**src/rtl/lkrc_pkg.sv**
```systemverilog
// shared types and constants for the keyed record cache
package lkrc_pkg;

  localparam int unsigned EntriesDefault = 16;
  localparam int unsigned PayloadWidthDefault = 64;
  localparam int unsigned KeyWidth = 32;
  localparam int unsigned CapWidth = 5;
  localparam logic [CapWidth-1:0] CapReset = 5'd16;

  typedef enum logic [1:0] {
    MODE_GET   = 2'd0,
    MODE_PUT   = 2'd1,
    MODE_ERASE = 2'd2,
    MODE_CLEAR = 2'd3
  } mode_e;

  typedef enum logic [1:0] {
    ST_IDLE,
    ST_EVICT,
    ST_EXEC,
    ST_RESP
  } state_e;

  // controller to datapath
  typedef struct packed {
    logic load;     // capture request
    logic evict;    // remove least recent entry
    logic exec;     // perform the operation
  } lkrc_cmd_t;

  // datapath to controller
  typedef struct packed {
    logic need_evict;
  } lkrc_sts_t;

endpackage

```
**src/rtl/lkrc_datapath.sv**
```systemverilog
// entry store, key compare, rank update and result register
module lkrc_datapath #(
  parameter int unsigned Entries = lkrc_pkg::EntriesDefault,
  parameter int unsigned PayloadWidth = lkrc_pkg::PayloadWidthDefault
) (
  input  logic                         clk_i,
  input  logic                         rst_ni,
  input  lkrc_pkg::lkrc_cmd_t          cmd_i,
  output lkrc_pkg::lkrc_sts_t          sts_o,
  input  logic [lkrc_pkg::CapWidth-1:0] cap_i,
  input  logic [1:0]                   mode_i,
  input  logic [31:0]                  key_i,
  input  logic [63:0]                  entry_data_i,
  output logic                         hit_o,
  output logic [63:0]                  read_data_o
);
  import lkrc_pkg::*;

  localparam int unsigned IdxW = $clog2(Entries);
  localparam int unsigned CntW = $clog2(Entries + 1);

  logic [Entries-1:0]      valid_q, valid_d;
  logic [KeyWidth-1:0]     key_mem_q [Entries];
  logic [PayloadWidth-1:0] pay_q [Entries];
  logic [IdxW-1:0]         rank_q [Entries];
  logic [IdxW-1:0]         rank_d [Entries];
  logic [CntW-1:0]         count_q, count_d;

  logic [1:0]              req_mode_q;
  logic [KeyWidth-1:0]     req_key_q;
  logic [PayloadWidth-1:0] req_data_q;

  logic                    hit_q, hit_d;
  logic [63:0]             rdata_q;
  logic                    rd_en;

  // match and helpers
  logic [Entries-1:0] match;
  logic               found;
  logic [IdxW-1:0]    found_idx;
  logic [IdxW-1:0]    victim_idx;
  logic [IdxW-1:0]    free_idx;
  logic               free_ok;
  logic [CntW-1:0]    cap_sat;
  logic [IdxW-1:0]    ref_rank;
  logic               wr_en;
  logic [IdxW-1:0]    wr_idx;

  always_comb begin
    found = 1'b0;
    found_idx = '0;
    victim_idx = '0;
    free_ok = 1'b0;
    free_idx = '0;
    for (int i = 0; i < Entries; i++) begin
      match[i] = valid_q[i] && (key_mem_q[i] == req_key_q);
      if (match[i] && !found) begin
        found = 1'b1;
        found_idx = IdxW'(i);
      end
      // least recent has the highest rank, count-1
      if (valid_q[i] && (CntW'(rank_q[i]) == CntW'(count_q - 1'b1))) begin
        victim_idx = IdxW'(i);
      end
      if (!valid_q[i] && !free_ok) begin
        free_ok = 1'b1;
        free_idx = IdxW'(i);
      end
    end
    if (32'(cap_i) > Entries) cap_sat = CntW'(Entries);
    else cap_sat = CntW'(cap_i);
  end

  assign sts_o.need_evict = (req_mode_q == MODE_PUT) && (cap_sat != '0) && !found
                            && (count_q >= cap_sat) && (count_q != '0);

  // state update
  always_comb begin
    valid_d = valid_q;
    count_d = count_q;
    hit_d = hit_q;
    rd_en = 1'b0;
    wr_en = 1'b0;
    wr_idx = free_idx;
    ref_rank = rank_q[found_idx];
    for (int i = 0; i < Entries; i++) rank_d[i] = rank_q[i];
    if (cmd_i.evict) begin
      ref_rank = rank_q[victim_idx];
      valid_d[victim_idx] = 1'b0;
      rank_d[victim_idx] = '0;
      for (int i = 0; i < Entries; i++)
        if (valid_q[i] && rank_q[i] > ref_rank) rank_d[i] = rank_q[i] - 1'b1;
      count_d = count_q - 1'b1;
    end else if (cmd_i.exec) begin
      hit_d = 1'b0;
      unique case (mode_e'(req_mode_q))
        MODE_GET: begin
          if (found) begin
            hit_d = 1'b1;
            rd_en = 1'b1;
            for (int i = 0; i < Entries; i++)
              if (valid_q[i] && rank_q[i] < ref_rank) rank_d[i] = rank_q[i] + 1'b1;
            rank_d[found_idx] = '0;
          end
        end
        MODE_PUT: begin
          if (cap_sat != '0) begin
            if (found) begin
              hit_d = 1'b1;
              wr_en = 1'b1;
              wr_idx = found_idx;
              for (int i = 0; i < Entries; i++)
                if (valid_q[i] && rank_q[i] < ref_rank) rank_d[i] = rank_q[i] + 1'b1;
              rank_d[found_idx] = '0;
            end else if (free_ok) begin
              wr_en = 1'b1;
              for (int i = 0; i < Entries; i++)
                if (valid_q[i]) rank_d[i] = rank_q[i] + 1'b1;
              rank_d[free_idx] = '0;
              valid_d[free_idx] = 1'b1;
              count_d = count_q + 1'b1;
            end
          end
        end
        MODE_ERASE: begin
          if (found) begin
            hit_d = 1'b1;
            valid_d[found_idx] = 1'b0;
            rank_d[found_idx] = '0;
            for (int i = 0; i < Entries; i++)
              if (valid_q[i] && rank_q[i] > ref_rank) rank_d[i] = rank_q[i] - 1'b1;
            count_d = count_q - 1'b1;
          end
        end
        MODE_CLEAR: begin
          valid_d = '0;
          for (int i = 0; i < Entries; i++) rank_d[i] = '0;
          count_d = '0;
        end
        default: ;
      endcase
    end
  end

  // control registers
  always_ff @(posedge clk_i or negedge rst_ni) begin
    if (!rst_ni) begin
      valid_q <= '0;
      count_q <= '0;
      for (int i = 0; i < Entries; i++) rank_q[i] <= '0;
    end else begin
      valid_q <= valid_d;
      count_q <= count_d;
      for (int i = 0; i < Entries; i++) rank_q[i] <= rank_d[i];
    end
  end

  // payload registers and registered payload read
  always_ff @(posedge clk_i) begin
    if (cmd_i.load) begin
      req_mode_q <= mode_i;
      req_key_q <= key_i;
      req_data_q <= entry_data_i[PayloadWidth-1:0];
    end
    if (wr_en) begin
      key_mem_q[wr_idx] <= req_key_q;
      pay_q[wr_idx] <= req_data_q;
    end
    if (cmd_i.exec) begin
      if (rd_en) rdata_q <= 64'(pay_q[found_idx]);
      else rdata_q <= '0;
    end
    hit_q <= hit_d;
  end

  assign hit_o = hit_q;
  assign read_data_o = rdata_q;

`ifndef SYNTHESIS
  a_count_le: assert property (@(posedge clk_i) disable iff (!rst_ni)
    count_q <= CntW'(Entries)) else $error("live count overflow");
  a_count_pop: assert property (@(posedge clk_i) disable iff (!rst_ni)
    count_q == CntW'($countones(valid_q))) else $error("count mismatch");
  a_one_match: assert property (@(posedge clk_i) disable iff (!rst_ni)
    $onehot0(match)) else $error("duplicate key");
`endif
endmodule

```
**src/rtl/lkrc_ctrl.sv**
```systemverilog
// request sequencer for the keyed record cache
module lkrc_ctrl (
  input  logic                clk_i,
  input  logic                rst_ni,
  input  logic                in_valid_i,
  output logic                in_ready_o,
  output logic                out_valid_o,
  input  logic                out_ready_i,
  output lkrc_pkg::lkrc_cmd_t cmd_o,
  input  lkrc_pkg::lkrc_sts_t sts_i
);
  import lkrc_pkg::*;

  state_e state_q, state_d;

  always_ff @(posedge clk_i or negedge rst_ni) begin
    if (!rst_ni) state_q <= ST_IDLE;
    else state_q <= state_d;
  end

  // next state and commands
  always_comb begin
    state_d = state_q;
    cmd_o = '0;
    in_ready_o = 1'b0;
    out_valid_o = 1'b0;
    unique case (state_q)
      ST_IDLE: begin
        in_ready_o = 1'b1;
        if (in_valid_i) begin
          cmd_o.load = 1'b1;
          state_d = ST_EVICT;
        end
      end
      ST_EVICT: begin
        if (sts_i.need_evict) cmd_o.evict = 1'b1;
        state_d = ST_EXEC;
      end
      ST_EXEC: begin
        cmd_o.exec = 1'b1;
        state_d = ST_RESP;
      end
      ST_RESP: begin
        out_valid_o = 1'b1;
        if (out_ready_i) state_d = ST_IDLE;
      end
      default: state_d = ST_IDLE;
    endcase
  end

`ifndef SYNTHESIS
  a_cmd_excl: assert property (@(posedge clk_i) disable iff (!rst_ni)
    $onehot0(cmd_o)) else $error("overlapping commands");
  a_exec_resp: assert property (@(posedge clk_i) disable iff (!rst_ni)
    cmd_o.exec |=> out_valid_o) else $error("no response after exec");
  a_no_accept_busy: assert property (@(posedge clk_i) disable iff (!rst_ni)
    out_valid_o |-> !in_ready_o) else $error("accept while busy");
`endif
endmodule

```
**src/rtl/lru_keyed_record_cache.sv**
```systemverilog
// Fully associative LRU cache of keyed records with get, put, erase and clear.
// Each transaction steps through accept, an eviction slot that removes the
// least recent entry when a put to a new key finds the store at capacity,
// execute and result, and the next request is accepted in the cycle after
// the result is taken; one request is in flight at a time. The store
// resets empty and the capacity register resets to 16; it is written
// only while no request is in flight. Capacity above the number of entries
// saturates and zero makes puts do nothing.
module lru_keyed_record_cache #(
  parameter int unsigned ENTRIES = lkrc_pkg::EntriesDefault,
  parameter int unsigned PAYLOAD_WIDTH = lkrc_pkg::PayloadWidthDefault
) (
  input  logic        clk_i,
  input  logic        rst_ni,
  input  logic        cfg_valid_i,
  output logic        cfg_ready_o,
  input  logic [4:0]  cfg_data_i,
  input  logic        in_valid_i,
  output logic        in_ready_o,
  input  logic [1:0]  mode_i,
  input  logic [31:0] key_i,
  input  logic [63:0] entry_data_i,
  output logic        out_valid_o,
  input  logic        out_ready_i,
  output logic        hit_o,
  output logic [63:0] read_data_o
);
  import lkrc_pkg::*;

  logic [CapWidth-1:0] cap_q;
  lkrc_cmd_t cmd;
  lkrc_sts_t sts;

  // capacity register, writable while idle
  assign cfg_ready_o = in_ready_o;
  always_ff @(posedge clk_i or negedge rst_ni) begin
    if (!rst_ni) cap_q <= CapReset;
    else if (cfg_valid_i && cfg_ready_o) cap_q <= cfg_data_i;
  end

  lkrc_ctrl u_ctrl (
    .clk_i, .rst_ni, .in_valid_i, .in_ready_o, .out_valid_o, .out_ready_i,
    .cmd_o(cmd), .sts_i(sts)
  );

  lkrc_datapath #(.Entries(ENTRIES), .PayloadWidth(PAYLOAD_WIDTH)) u_dp (
    .clk_i, .rst_ni, .cmd_i(cmd), .sts_o(sts), .cap_i(cap_q),
    .mode_i, .key_i, .entry_data_i, .hit_o, .read_data_o
  );
endmodule

```
**config.mk**
```make
export PLATFORM = sky130hd
export DESIGN_NAME = lru_keyed_record_cache
export DESIGN_NICKNAME = d
export VERILOG_FILES = /design/src/rtl/lkrc_pkg.sv /design/src/rtl/lkrc_datapath.sv /design/src/rtl/lkrc_ctrl.sv /design/src/rtl/lru_keyed_record_cache.sv
export SDC_FILE = /design/constraint.sdc
export NUM_CORES = 2
export LEC_CHECK = 0
export BUFFER_PORTS_ARGS = -buffer_cell sky130_fd_sc_hd__buf_2
export CAP_MARGIN = 20
export CELL_PAD_IN_SITES_DETAIL_PLACEMENT = 2
export CELL_PAD_IN_SITES_GLOBAL_PLACEMENT = 2
export CORE_MARGIN = 8
export CORE_UTILIZATION = 30
export DETAILED_ROUTE_END_ITERATION = 10
export PLACE_DENSITY_LB_ADDON = 0.3
export SLEW_MARGIN = 20
export SYNTH_ARGS = -nofsm -noshare
export SYNTH_HDL_FRONTEND = slang
export SYNTH_HIERARCHICAL = 1
export SYNTH_SLANG_ARGS = --single-unit
```
**constraint.sdc**
```tcl
create_clock -name clk_i -period 17.2 [get_ports clk_i]
set_clock_uncertainty 0.05 [all_clocks]
set_input_delay 0.86 -clock clk_i [delete_from_list [all_inputs] [get_ports clk_i]]
set_output_delay 0.86 -clock clk_i [all_outputs]
set_load 0.02 [all_outputs]
```
==> run summary <==
The run finished with clean final reports. The cell sitting at the root of the clock tree is a sky130_fd_sc_hd__clkbuf_16. The synthesized design contains 1791 register bits.

The endpoint identified for the worst register-to-register timing path is u_dp/pay_q[4][48]$_DFFE_PP_. Among the stages of the critical path, the cell type that occurs most often is sky130_fd_sc_hd__buf_4. Number of cells on the critical path: 18. The signal on the critical path passes through buf_4 > xor2_1 > nor4_1 > nand4_1 > or4_4 > nand4_1 > or2_2 > or3_1 > nor2_1 > and2_4 > nor2b_1 > nand2b_1 > nand2b_1 > o21ai_0 > nand2_1 > nor2_4 > buf_4 > buf_4. The share of the Yosys chip area taken by registers is 66.94%. The summed instance area of the synthesized netlist came out at 79660 µm². Setup slack on the worst reg-to-reg path comes out at 8.24 ns. The share of final-layout standard cells stronger than drive strength 1 came out at 11.84%. The most common cell in the synthesized netlist is sky130_fd_sc_hd__edfxtp_1. The final net count is 6299, and the transition time at the pin with the least slew margin is 1.203 ns. At the worst endpoint, the arrival time is 9.35 ns. The tools report the source of the worst register-to-register timing path as u_dp/req_key_q[21]$_DFFE_PP_.

Of all nets on the critical path, the largest fanout is 44. During I/O placement, the number of pins put on the boundary was 176. The worst setup path is captured at a flop. Once the floorplan was initialized, standard cells occupied 30.10% of the core. For this run, design rule violations remaining after detail routing come to 0.

The overall die height is 531.3 µm. The number of hold violations in the final report is 0. The synthesized design spends more area on one cell type than any other, namely sky130_fd_sc_hd__edfxtp_1.

For this design the ratio of total power to cell area is 132.7 nW/µm². The count of yosys warnings during synthesis is 6. The level count of the clock H-tree came out at 4. The average footprint of a synthesized cell was 13.65 µm²; the final non-filler cell area was 91430 µm². Yosys mapped the design onto 93 distinct sky130hd cell types. The first global-routing pass estimated 449800 µm of wire. The tools report the count of standard-cell rows as 189. After detailed placement, the total cell area comes to 85170 µm². The layout filler cell count came out at 27130.

Buffers placed on the I/O ports in this run total 175. The buffering stage count on the worst path with inverters included works out to 3. The total length of routed wires was 319200 µm. The class of the tightest hold or removal check is input pin to async pin.

In this run the tightest slew margin relative to its limit is 19.79%. For this run, asynchronously set or reset flops after synthesis account for 5.137%. In the finished design, the share of the clock period the worst path needs comes to 52.08%. The tools report the max-capacitance violation count as 0. TritonCTS built the clock tree.

In this run, the number of DRC markers left after iteration 0 of detailed routing was 5657. The horizontal extent of the die was 531.3 µm. First-pass iteration count of the detailed router: 9.

Total power for the finished layout comes to 0.01213 W. At the end of routability-driven placement, the weighted congestion stood at 0.8473. The tools report the initial antenna violation count as 22. The final routed wire length divided by cell count is 32.91 µm, and the share of the synthesized area in the top cell type is 64.05%. The tools report the number of resized instances in the post-cts repair step as 0. Counting instances in the post-synthesis netlist gives the leading cell types as sky130_fd_sc_hd__edfxtp_1, sky130_fd_sc_hd__nand2_1, sky130_fd_sc_hd__a21oi_1. Synthesis produced 5836 cells. Highest ir drop seen on vdd: 96.41 µV.

The area growth from synthesis to layout is 14.78%. The buffer count from post-CTS setup fixing is 0, and the number of enable-type register cells in the synthesized netlist is 1699. Across every metal layer, demand over resource in global routing totals 21.82%.

In this design, the largest share of critical-path delay is due to simple AND/OR/NAND/NOR gates. The max-slew violation count was 0; the ratio of routed vias to standard cells was 5.680. The total number of clock tree sinks is 1791, and the hold-fix buffer count after cts is 0. The number of clock buffers added by TritonCTS is 200. The shortest period the worst path allows was 8.958 ns; the post-synth net total was 6120. The total global routing overflow came out at 0. The critical path is of the flop to flop type. Tracing the worst setup path back leads to its startpoint at u_dp/req_key_q[21]$_DFFE_PP_.

For this run, the top clock speed supported by timing is 0.1116 GHz. Total of endpoints with negative setup slack in the final report: 0. The required time of the critical path was 17.60 ns. The detail route stage leaves a number of antenna-violating nets equal to 0.

After floorplanning, the core was sized to cover 264600 µm². Among all stages on the critical path, the largest delay is contributed by sky130_fd_sc_hd__nor2_4. The worst setup path is launched from a flop. The tools report the detailed-route via count as 55080. The clock transition at the registers of the reported paths is 0.07 ns. The depth of the most critical reg-to-reg path came out at 18.

By area the synthesized netlist is led by sky130_fd_sc_hd__edfxtp_1, sky130_fd_sc_hd__xor2_1, sky130_fd_sc_hd__xnor2_1. The later pin in the worst-skew pair is clocked with a latency of 0.90 ns. The number of global-route vias before repair is 59950, and the delay of the slowest cell on the worst path is 0.87 ns. The wire-length estimate of the detail-placed layout is 189000 µm. Setup repair after global routing left no endpoint under its margin.

In this run the worst setup path terminates at u_dp/pay_q[4][48]$_DFFE_PP_. The static leakage power was 30.15 nW; the maximum buffer depth of the clock tree was 4. Final total negative setup slack: 0 ns.

Most instantiated flip-flop cell in the synthesis netlist: sky130_fd_sc_hd__edfxtp_1. The die covers 282300 µm². The largest net degree at the start of global routing was 141.
## cells by family (layout without fill, tap and decap cells)
group / Yosys count / in the layout / synth area share [%]
flip-flops: 1791 / 1791 / 66.94
AO/OA/AOI/OAI: 1370 / 1370 / 11.74
AND/OR/NAND/NOR: 1360 / 1360 / 8.539
XOR/XNOR: 638 / 638 / 7.145
buffers and inverters: 477 / 797 / 2.556
adder cells (fa/ha/maj): 176 / 176 / 2.765
multiplexers: 24 / 24 / 0.3173
other: 0 / 8 / 0
## how the worst min path moves through the flow
stage                                     from                           to  slack, ns  depth (start not counted)
after floorplan           cap_q[0]$_DFFE_PN0P_         cap_q[0]$_DFFE_PN0P_       0.44                          1
after detailed placement  cap_q[3]$_DFFE_PN0P_         cap_q[3]$_DFFE_PN0P_       0.48                          1
after global routing                    rst_ni  u_dp/rank_q[13]$_DFFE_PN0P_       0.04                          1
after CTS                               rst_ni  u_dp/rank_q[23]$_DFFE_PN0P_     0.0002                          1
after global placement    cap_q[3]$_DFFE_PN0P_         cap_q[3]$_DFFE_PN0P_       0.47                          1
final                                   rst_ni  u_dp/rank_q[23]$_DFFE_PN0P_       0.02                          1
## sequential cells by signal, indices dropped and copies added (netlist names)
register / count
u_dp/req_key_q: 32
u_dp/read_data_o: 64
u_dp/pay_q: 1024
u_ctrl/state_q: 2
u_dp/valid_q: 16
u_dp/key_mem_q: 512
u_dp/rank_q: 64
u_dp/req_data_q: 64
u_dp/hit_o: 1
cap_q: 5
u_dp/req_mode_q: 2
u_dp/count_q: 5
## where the power goes
| group | switching, W | leakage, nW | internal, W | total (W) |
|---|---|---|---|---|
| Combinational | 0.00168 | 10.6 | 0.000789 | 0.00247 |
| Clock | 0.00183 | 3.04 | 0.00240 | 0.00424 |
| Sequential | 0.000313 | 16.6 | 0.00511 | 0.00542 |
| Total | 0.00383 | 30.1 | 0.00830 | 0.0121 |
## worst register-to-register path, stage by stage, from the launching register on
cell,delay [ns]
sky130_fd_sc_hd__edfxtp_1,0.32
sky130_fd_sc_hd__buf_4,0.50
sky130_fd_sc_hd__xor2_1,0.17
sky130_fd_sc_hd__nor4_1,0.69
sky130_fd_sc_hd__nand4_1,0.41
sky130_fd_sc_hd__or4_4,0.67
sky130_fd_sc_hd__nand4_1,0.59
sky130_fd_sc_hd__or2_2,0.31
sky130_fd_sc_hd__or3_1,0.15
sky130_fd_sc_hd__nor2_1,0.05
sky130_fd_sc_hd__and2_4,0.36
sky130_fd_sc_hd__nor2b_1,0.53
sky130_fd_sc_hd__nand2b_1,0.31
sky130_fd_sc_hd__nand2b_1,0.29
sky130_fd_sc_hd__o21ai_0,0.40
sky130_fd_sc_hd__nand2_1,0.36
sky130_fd_sc_hd__nor2_4,0.88
sky130_fd_sc_hd__buf_4,0.76
sky130_fd_sc_hd__buf_4,0.72
## final cells by class
class / count / area, µm² / area share, %
flip-flops and latches: 1791 / 53320 / 58.32
multi-input cells: 3568 / 24710 / 27.03
clock buffers: 234 / 5196 / 5.684
well taps: 3533 / 4420 / 4.835
repair buffers: 359 / 2382 / 2.606
clock inverters: 109 / 1015 / 1.110
inverters: 95 / 356.6 / 0.3900
diodes: 8 / 20.02 / 0.02190
## metal layers
metal	vias up	GRT usage (%)	share of wire (%)
met3	528	3.205	6.0
met5	-	0.08437	0.013
met4	6	7.400	3.5
met2	2105	37.41	49
li1	22950	-	-
met1	29500	28.29	42
## placed cells by master, fill, tap and decap left out, drive strengths merged, types with 91 or more instances in the layout
cell type and count:
a222oi 206, dfrtp 91, ha 176, xor2 354, edfxtp 1699, nand4 125, o21ai 215, a21oi 410
nor4 103, nand2 474, a31oi 94, buf 359, inv 100, xnor2 277, nor3 91, nor2 197
clkbuf 234
## per-stage QoR
step	hold WS [ns]	utilization [%]	std cells	worst slack, ns
final	0.02474	34.55	9697	8.242
after global placement	0.4725	32.16	9341	8.636
after detailed placement	0.4773	32.19	9345	8.349
after global routing	0.04268	34.54	9691	7.853
after CTS	0.0002253	34.53	9688	8.160
after floorplan	0.4358	-	5836	8.641
(Power assumes the default switching activity.)
